--- src/hdl/rdq_pkg.sv ---
// rdq_pkg: shared types, codes and ring arithmetic for the reversible deque.
// No dependencies; used by rdq_ctrl and reversible_deque.
`default_nettype none

package rdq_pkg;

    localparam int DEPTH    = 1024;
    localparam int ADDR_W   = $clog2(DEPTH);
    localparam int OCC_W    = ADDR_W + 1;
    localparam int WORD_W   = 32;
    localparam int ACTION_W = 3;
    localparam int STATUS_W = 2;

    localparam logic [OCC_W-1:0]  DEPTH_OCC = OCC_W'(DEPTH);
    localparam logic [ADDR_W-1:0] LAST_ADDR = ADDR_W'(DEPTH - 1);

    // action codes; anything else behaves as reverse
    localparam logic [ACTION_W-1:0] ACT_PUSH_FRONT = 3'd0;
    localparam logic [ACTION_W-1:0] ACT_PUSH_BACK  = 3'd1;
    localparam logic [ACTION_W-1:0] ACT_POP_FRONT  = 3'd2;
    localparam logic [ACTION_W-1:0] ACT_POP_BACK   = 3'd3;

    localparam logic [STATUS_W-1:0] STAT_OK    = 2'd0;
    localparam logic [STATUS_W-1:0] STAT_EMPTY = 2'd1;
    localparam logic [STATUS_W-1:0] STAT_FULL  = 2'd2;

    typedef enum logic {
        ST_IDLE,
        ST_READ
    } state_t;

    // single-port request to the word store
    typedef struct packed {
        logic              en;
        logic              we;
        logic [ADDR_W-1:0] addr;
        logic [WORD_W-1:0] wdata;
    } ram_req_t;

    // result loading instruction to the output register
    typedef struct packed {
        logic                load;
        logic                from_ram;
        logic [STATUS_W-1:0] status;
    } res_t;

    // (pos + delta) mod DEPTH, with pos < DEPTH and delta <= DEPTH
    function automatic logic [ADDR_W-1:0] ring_add(
        input logic [ADDR_W-1:0] pos,
        input logic [OCC_W-1:0]  delta
    );
        logic [OCC_W-1:0] s;
        s = {1'b0, pos} + delta;
        if (s >= DEPTH_OCC)
        begin
            s = s - DEPTH_OCC;
        end
        return s[ADDR_W-1:0];
    endfunction

endpackage

`default_nettype wire

--- src/hdl/rdq_ctrl.sv ---
// rdq_ctrl: pointer state, action decode and read interlock of the deque.
// Depends on rdq_pkg; drives the rdq_ram request and the output register load.
`default_nettype none

module rdq_ctrl (
    input  wire logic                            clk,
    input  wire logic                            rst_n,
    input  wire logic                            in_valid,
    output logic                                 in_ready,
    input  wire logic [rdq_pkg::ACTION_W-1:0]    action,
    input  wire logic signed [rdq_pkg::WORD_W-1:0] push_value,
    input  wire logic                            slot_free,
    output rdq_pkg::ram_req_t                    ram_req,
    output rdq_pkg::res_t                        res
);

    rdq_pkg::state_t                  state_reg, state_next;
    logic [rdq_pkg::ADDR_W-1:0]       head_reg, head_next;
    logic [rdq_pkg::OCC_W-1:0]        occ_reg, occ_next;
    logic                             rev_reg, rev_next;

    logic accept, is_push, is_pop, full, empty, phys_front;
    logic [rdq_pkg::ADDR_W-1:0] head_dec, head_inc, back_wr, back_rd;

    assign in_ready = (state_reg == rdq_pkg::ST_IDLE) && slot_free;
    assign accept   = in_valid && in_ready;

    assign is_push = (action == rdq_pkg::ACT_PUSH_FRONT) || (action == rdq_pkg::ACT_PUSH_BACK);
    assign is_pop  = (action == rdq_pkg::ACT_POP_FRONT) || (action == rdq_pkg::ACT_POP_BACK);
    assign full    = (occ_reg == rdq_pkg::DEPTH_OCC);
    assign empty   = (occ_reg == '0);

    // logical front maps to physical front unless reversed
    assign phys_front = ((action == rdq_pkg::ACT_PUSH_FRONT)
                         || (action == rdq_pkg::ACT_POP_FRONT)) != rev_reg;

    assign head_dec = (head_reg == '0) ? rdq_pkg::LAST_ADDR : head_reg - 1'b1;
    assign head_inc = rdq_pkg::ring_add(head_reg, rdq_pkg::OCC_W'(1));
    assign back_wr  = rdq_pkg::ring_add(head_reg, occ_reg);
    assign back_rd  = rdq_pkg::ring_add(head_reg, occ_reg - 1'b1);

    // next state
    always_comb
    begin
        state_next = state_reg;
        unique case (state_reg)
            rdq_pkg::ST_IDLE:
            begin
                if (accept && is_pop && !empty)
                begin
                    state_next = rdq_pkg::ST_READ;
                end
            end
            rdq_pkg::ST_READ:
            begin
                state_next = rdq_pkg::ST_IDLE;
            end
            default:
            begin
                state_next = rdq_pkg::ST_IDLE;
            end
        endcase
    end

    // pointer updates and outputs
    always_comb
    begin
        head_next     = head_reg;
        occ_next      = occ_reg;
        rev_next      = rev_reg;
        ram_req.en    = 1'b0;
        ram_req.we    = 1'b0;
        ram_req.addr  = head_reg;
        ram_req.wdata = push_value;
        res.load      = 1'b0;
        res.from_ram  = 1'b0;
        res.status    = rdq_pkg::STAT_OK;
        unique case (state_reg)
            rdq_pkg::ST_IDLE:
            begin
                if (accept)
                begin
                    priority if (is_push)
                    begin
                        if (full)
                        begin
                            res.load   = 1'b1;
                            res.status = rdq_pkg::STAT_FULL;
                        end
                        else
                        begin
                            ram_req.en   = 1'b1;
                            ram_req.we   = 1'b1;
                            ram_req.addr = phys_front ? head_dec : back_wr;
                            occ_next     = occ_reg + 1'b1;
                            if (phys_front)
                            begin
                                head_next = head_dec;
                            end
                        end
                    end
                    else if (is_pop)
                    begin
                        if (empty)
                        begin
                            res.load   = 1'b1;
                            res.status = rdq_pkg::STAT_EMPTY;
                        end
                        else
                        begin
                            ram_req.en   = 1'b1;
                            ram_req.addr = phys_front ? head_reg : back_rd;
                            occ_next     = occ_reg - 1'b1;
                            if (phys_front)
                            begin
                                head_next = head_inc;
                            end
                        end
                    end
                    else
                    begin
                        rev_next = !rev_reg;
                    end
                end
            end
            rdq_pkg::ST_READ:
            begin
                res.load     = 1'b1;
                res.from_ram = 1'b1;
                res.status   = rdq_pkg::STAT_OK;
            end
            default:
            begin
                res.load = 1'b0;
            end
        endcase
    end

    always_ff @(posedge clk or negedge rst_n)
    begin
        if (!rst_n)
        begin
            state_reg <= rdq_pkg::ST_IDLE;
            head_reg  <= '0;
            occ_reg   <= '0;
            rev_reg   <= 1'b0;
        end
        else
        begin
            state_reg <= state_next;
            head_reg  <= head_next;
            occ_reg   <= occ_next;
            rev_reg   <= rev_next;
        end
    end

    a_occ_bound: assert property (@(posedge clk) disable iff (!rst_n)
        occ_reg <= rdq_pkg::DEPTH_OCC)
        else $error("occupancy beyond depth");

    a_read_blocks: assert property (@(posedge clk) disable iff (!rst_n)
        state_reg == rdq_pkg::ST_READ |-> !in_ready && res.load)
        else $error("read cycle did not block input or load result");

    a_pop_reads: assert property (@(posedge clk) disable iff (!rst_n)
        accept && is_pop && !empty |=> state_reg == rdq_pkg::ST_READ
            && occ_reg == $past(occ_reg) - 1'b1)
        else $error("pop did not read and shrink");

    a_push_grows: assert property (@(posedge clk) disable iff (!rst_n)
        accept && is_push && !full |=> occ_reg == $past(occ_reg) + 1'b1)
        else $error("push did not grow occupancy");

endmodule

`default_nettype wire

--- config.mk ---
export PLATFORM = sky130hd
export DESIGN_NAME = rdq_ctrl
export DESIGN_NICKNAME = d
export VERILOG_FILES = /design/src/hdl/rdq_pkg.sv /design/src/hdl/rdq_ctrl.sv
export SDC_FILE = /design/constraint.sdc
export NUM_CORES = 1
export LEC_CHECK = 0
export BUFFER_PORTS_ARGS = -buffer_cell sky130_fd_sc_hd__buf_2
export CAP_MARGIN = 20
export CORE_MARGIN = 5
export CORE_UTILIZATION = 55
export CTS_BUF_LIST = sky130_fd_sc_hd__clkbuf_8
export CTS_CLUSTER_DIAMETER = 150
export CTS_CLUSTER_SIZE = 10
export DETAILED_ROUTE_END_ITERATION = 10
export GPL_TIMING_DRIVEN = 0
export HOLD_SLACK_MARGIN = 0.1
export PLACE_DENSITY = 0.9
export SYNTH_ARGS = -nofsm -noshare
export SYNTH_HDL_FRONTEND = slang
export SYNTH_SLANG_ARGS = --single-unit
export TNS_END_PERCENT = 1
--- constraint.sdc ---
create_clock -name clk -period 3.3 [get_ports clk]
set_input_delay 0.165 -clock clk [delete_from_list [all_inputs] [get_ports clk]]
set_output_delay 0.165 -clock clk [all_outputs]
set_load 0.01 [all_outputs]
* Word-level counts from Yosys, hierarchy flattened *
Index checks and enable logic that the tools add are counted.
Widths: inputs -> output; s select.

word-level totals
  register bits = 23
  input port bits = 39

operators by class
  $add $sub $neg = 9
  order comparisons = 3
  eq/ne operators = 7
  mux-type cells = 41
  bitwise gates (word level) = 3
  reductions and logical operators = 16

operators with widths
  operator               count
  $mux 10                15
  $mux 11                4
  $sub 10x1->10 const B  4
  $mux 12                3
  $ge 11x11->1 const B   3
  $add 10x11->11         2
  $mux 1                 13
  $add 10x1->11 const B  1
  $add 11x1->11 const B  1
  $eq 11x11->1 const B   1
  $logic_not 11->1       1
  $sub 11x1->11 const B  1
  $logic_not 10->1       1
  $eq 3x2->1 const B     2
  $mux 2                 3
  $reduce_and 6->1       1
  $reduce_and 5->1       1
  $logic_and 1x1->1      4
  $ne 2x2->1 const B     2
  $pmux 1 s2             2
  $pmux 2 s2             1
  $reduce_and 4->1       1
  $eq 3x1->1 const B     1
  $logic_not 3->1        1
  5 further kinds        10

* Longest topological paths before layout *
  word-level depth = 10
  gate-level depth with buffers = 13
  mapped depth without buffers = 12

* Worst setup path after synthesis *
OpenSTA, ideal clock, no wires.

  path type = register to output
  start point = register occ_reg[1] (netlist name)
  end point = output ram_req[41] (netlist name)
  arrival = 2709 ps
  data required time = 3135 ps
  setup slack = 426 ps
  cell stages (with the launch flop) = 13
  path through = dfrtp_1 inv_1 ha_1 or3b_1 buf_2 or2_1 nor2_1 xor2_1 ha_1 a21oi_1 nand3_1 a211o_1 o211ai_1

RTL lines
  item                      line             source
  start: declaration        rdq_ctrl.sv:19   logic [rdq_pkg::OCC_W-1:0] occ_reg, occ_next;
  start signal: assignment  rdq_ctrl.sv:152  occ_reg <= occ_next;
  end: declaration          rdq_ctrl.sv:13   output rdq_pkg::ram_req_t ram_req,

==> impl_metrics.yaml <==
run_status:
  status: "complete, no violations"
detailed_routing:
  num_vias: 3277
  first_pass_iters: 5
  routedWlPerCell_um: 16.9
  drtIter0Drc: 292
  viasPerCell: 6.01
  ant_nets: 0
  drc: 0
  detail_route.wirelength_um: 9200
logic_synthesis:
  syn_avg_cell_area_um2: 7.79
  synth_cells: 402
  ys.flop_type: "dfrtp_1"
  ys_types: 63
  synth_seq_cells: 23
  synth-edff-count: 0
  async_flop_share_pct: 100
  yosysSeqAreaShare_pct: 18.4
  yosys_warnings: 0
  syn-cell-area_mm2: 0.00313
  syn_nets: 465
clock_tree:
  cts-root-buf: "clkbuf_8"
  numCtsBuffers: 3
  cts_sinks: 23
  cts_max_path_buffers: 2
  cts_tree: "yes"
  htree_levels: 1
  worstSkewPairLatency_ps: 270
  clk_pin_slew_ps: 80
power:
  intPower_mw: 1.75
  leakage_nw: 1.81
  combPwrFrac_pct: 78.7
  p_sw_share_pct: 51.4
  powerDensity_mw_per_mm2: 954
  clkPwrFrac_pct: 5.1
  p_sw_mw: 1.85
  ir_drop_v: 0.000664
  sequentialPowerShare_pct: 16.2
  total_power_mw: 3.60
finish:
  fin_util_pct: 68.5
  nNetsFinal: 537
  antennaDiodeCount: 0
  final_common_cell: "buf_2"
  final-instance-count-excl-fill: 545
  mostFrequentLayoutCells: "buf_2 (63), buf_4 (47), nand2_1 (41)"
  largest_reg_flops: 11
  drive_above_1_share_pct: 34.2
  nFillCells: 446
  synthToLayoutAreaGrowth_pct: 20.5
timing:
  fin_crit_ps: 3230
  max_slew_margin_pct: 45.8
  fmax_ghz: 0.309
  tightest_slew_ps: 808
  fin_skew_ps: 6.22
  maxSlewViolCount: 0
  setup_tns_ps: 0
  hold_viol_final: 0
  fin_hold_ws_ps: 164
  rsz0062_at_grt: "true"
  setup_viol: 0
  finalCritPeriodShare_pct: 97.9
die:
  rows: 27
  io_pins: 88
  fp.dieW_um: 85.5
  start_util_pct: 56.9
  die-area_mm2: 0.00730
  core-area_mm2: 0.00551
  die_y_um: 85.5
global_route:
  grt_max_degree: 24
  track_usage_pct: 24.0
  grt_pass1_vias: 3019
  overflow: 0
  antenna_found_initial: 0
  grt_pass1_wl_um: 14400
worst_hold_path:
  whs_path_depth: 3
  hp-class: "in2reg"
worst_setup_path:
  reg2regPathDepth: 10
  end_kind: "primary output"
  critPathMaxFanout: 5
  cp.required_ps: 3130
  crit_type: "reg2out"
  worstPathArrival_ps: 3070
  cp-start-kind: "flip-flop"
placement:
  placedCellCount: 529
  port_buffers: 55
  place.gp.congestion: 0.949
  dp_hpwl_um: 6680
flow_run:
  max-cap-violations: 0
cells by family (layout without fill, tap and decap cells):
family | count (synthesis) | after routing | synth area share, %
and+or+nand+nor | 144 | 144 | 25.0
AOI/OAI and AO/OA | 104 | 104 | 20.9
buffers and inverters | 62 | 133 | 13.0
xor gates and xnor gates | 44 | 44 | 12.3
adders and majority gates | 24 | 24 | 10.1
DFF | 23 | 23 | 18.4
muxes | 1 | 1 | 0.360
worst paths after layout:
check | start | endpoint | slack, ps
max | occ_reg[0]$_DFFE_PN0P_ | ram_req[41] | 70
min | action[1] | state_reg$_DFF_PN0_ | 160
max reg2reg | head_reg[1]$_DFFE_PN0P_ | head_reg[3]$_DFFE_PN0P_ | 670
min reg2reg | rev_reg$_DFFE_PN0P_ | rev_reg$_DFFE_PN0P_ | 580
max in group asynchronous | rst_n | occ_reg[6]$_DFFE_PN0P_ | 2490
min in group asynchronous | rst_n | head_reg[0]$_DFFE_PN0P_ | 420
what timing repair did:
item,in CTS,in global routing
hold buffers,1,0
pin swaps,3,18
resized for setup,11,20
hold endpoints to repair,23,0
setup buffers,4,9
endpoints found under the setup margin,3,7
synth_stat cells, types with 6 or more instances:
library cell  number  area (um2)
a21o_1            10        75.1
a21oi_1           24         120
a22oi_1            6        45.0
and3_1            10        62.6
buf_2              9        45.0
buf_4             35         263
dfrtp_1           23         576
ha_1              22         275
inv_1              7        26.3
nand2_1           44         165
nand3_1            9        45.0
nor2_1            31         116
nor3_1            12        60.1
o21ai_0           31         155
xnor2_1           25         219
xor2_1            19         166
worst max-delay path, cell delays in order, from the launching register on:
cell and delay (ps):
dfrtp_1 400, inv_2 90, ha_4 140, or3b_4 420
xnor2_2 160, ha_1 360, nand4b_1 180, a21oi_2 200
o211ai_1 120, a21o_1 210, a211o_1 290, o211ai_1 70
buf_2 150
through the flow:
stage / area [um2] / setup slack, ps
final: 3770 / 68.1
after global routing: 3770 / -80.7
after CTS: 3610 / 3.60
after detailed placement: 3500 / 12.6
after global placement: 3500 / 124
after floorplan: 3130 / 426
area by class of cell:
cell class,count,area [um2],share of cell area [%]
tap,72,90.1,2.39
clock inverter,1,3.75,0.0995
timing repair buffer,68,375,9.95
inverter,9,33.8,0.896
multi-input combinational,317,2280,60.5
clock buffer,3,41.3,1.09
buffer,52,369,9.78
sequential,23,576,15.3
power by group through the flow:
stage	registers, mW	logic [mW]	clock network, mW
after floorplan	0.524	1.90	0
after global placement	0.572	2.29	0
after detailed placement	0.581	2.37	0
after CTS	0.566	2.51	0.184
after global routing	0.602	3.08	0.196
final	0.582	2.83	0.183
per-layer routing:
metal,GRT usage (%),vias up,part of all wire [%]
met4,9.21,0,3.0
met5,0,-,0
li1,-,1539,-
met2,39.3,201,46
met1,31.0,1507,41
met3,4.66,30,9.8
No activity file was read; power rests on OpenSTA's default activity.
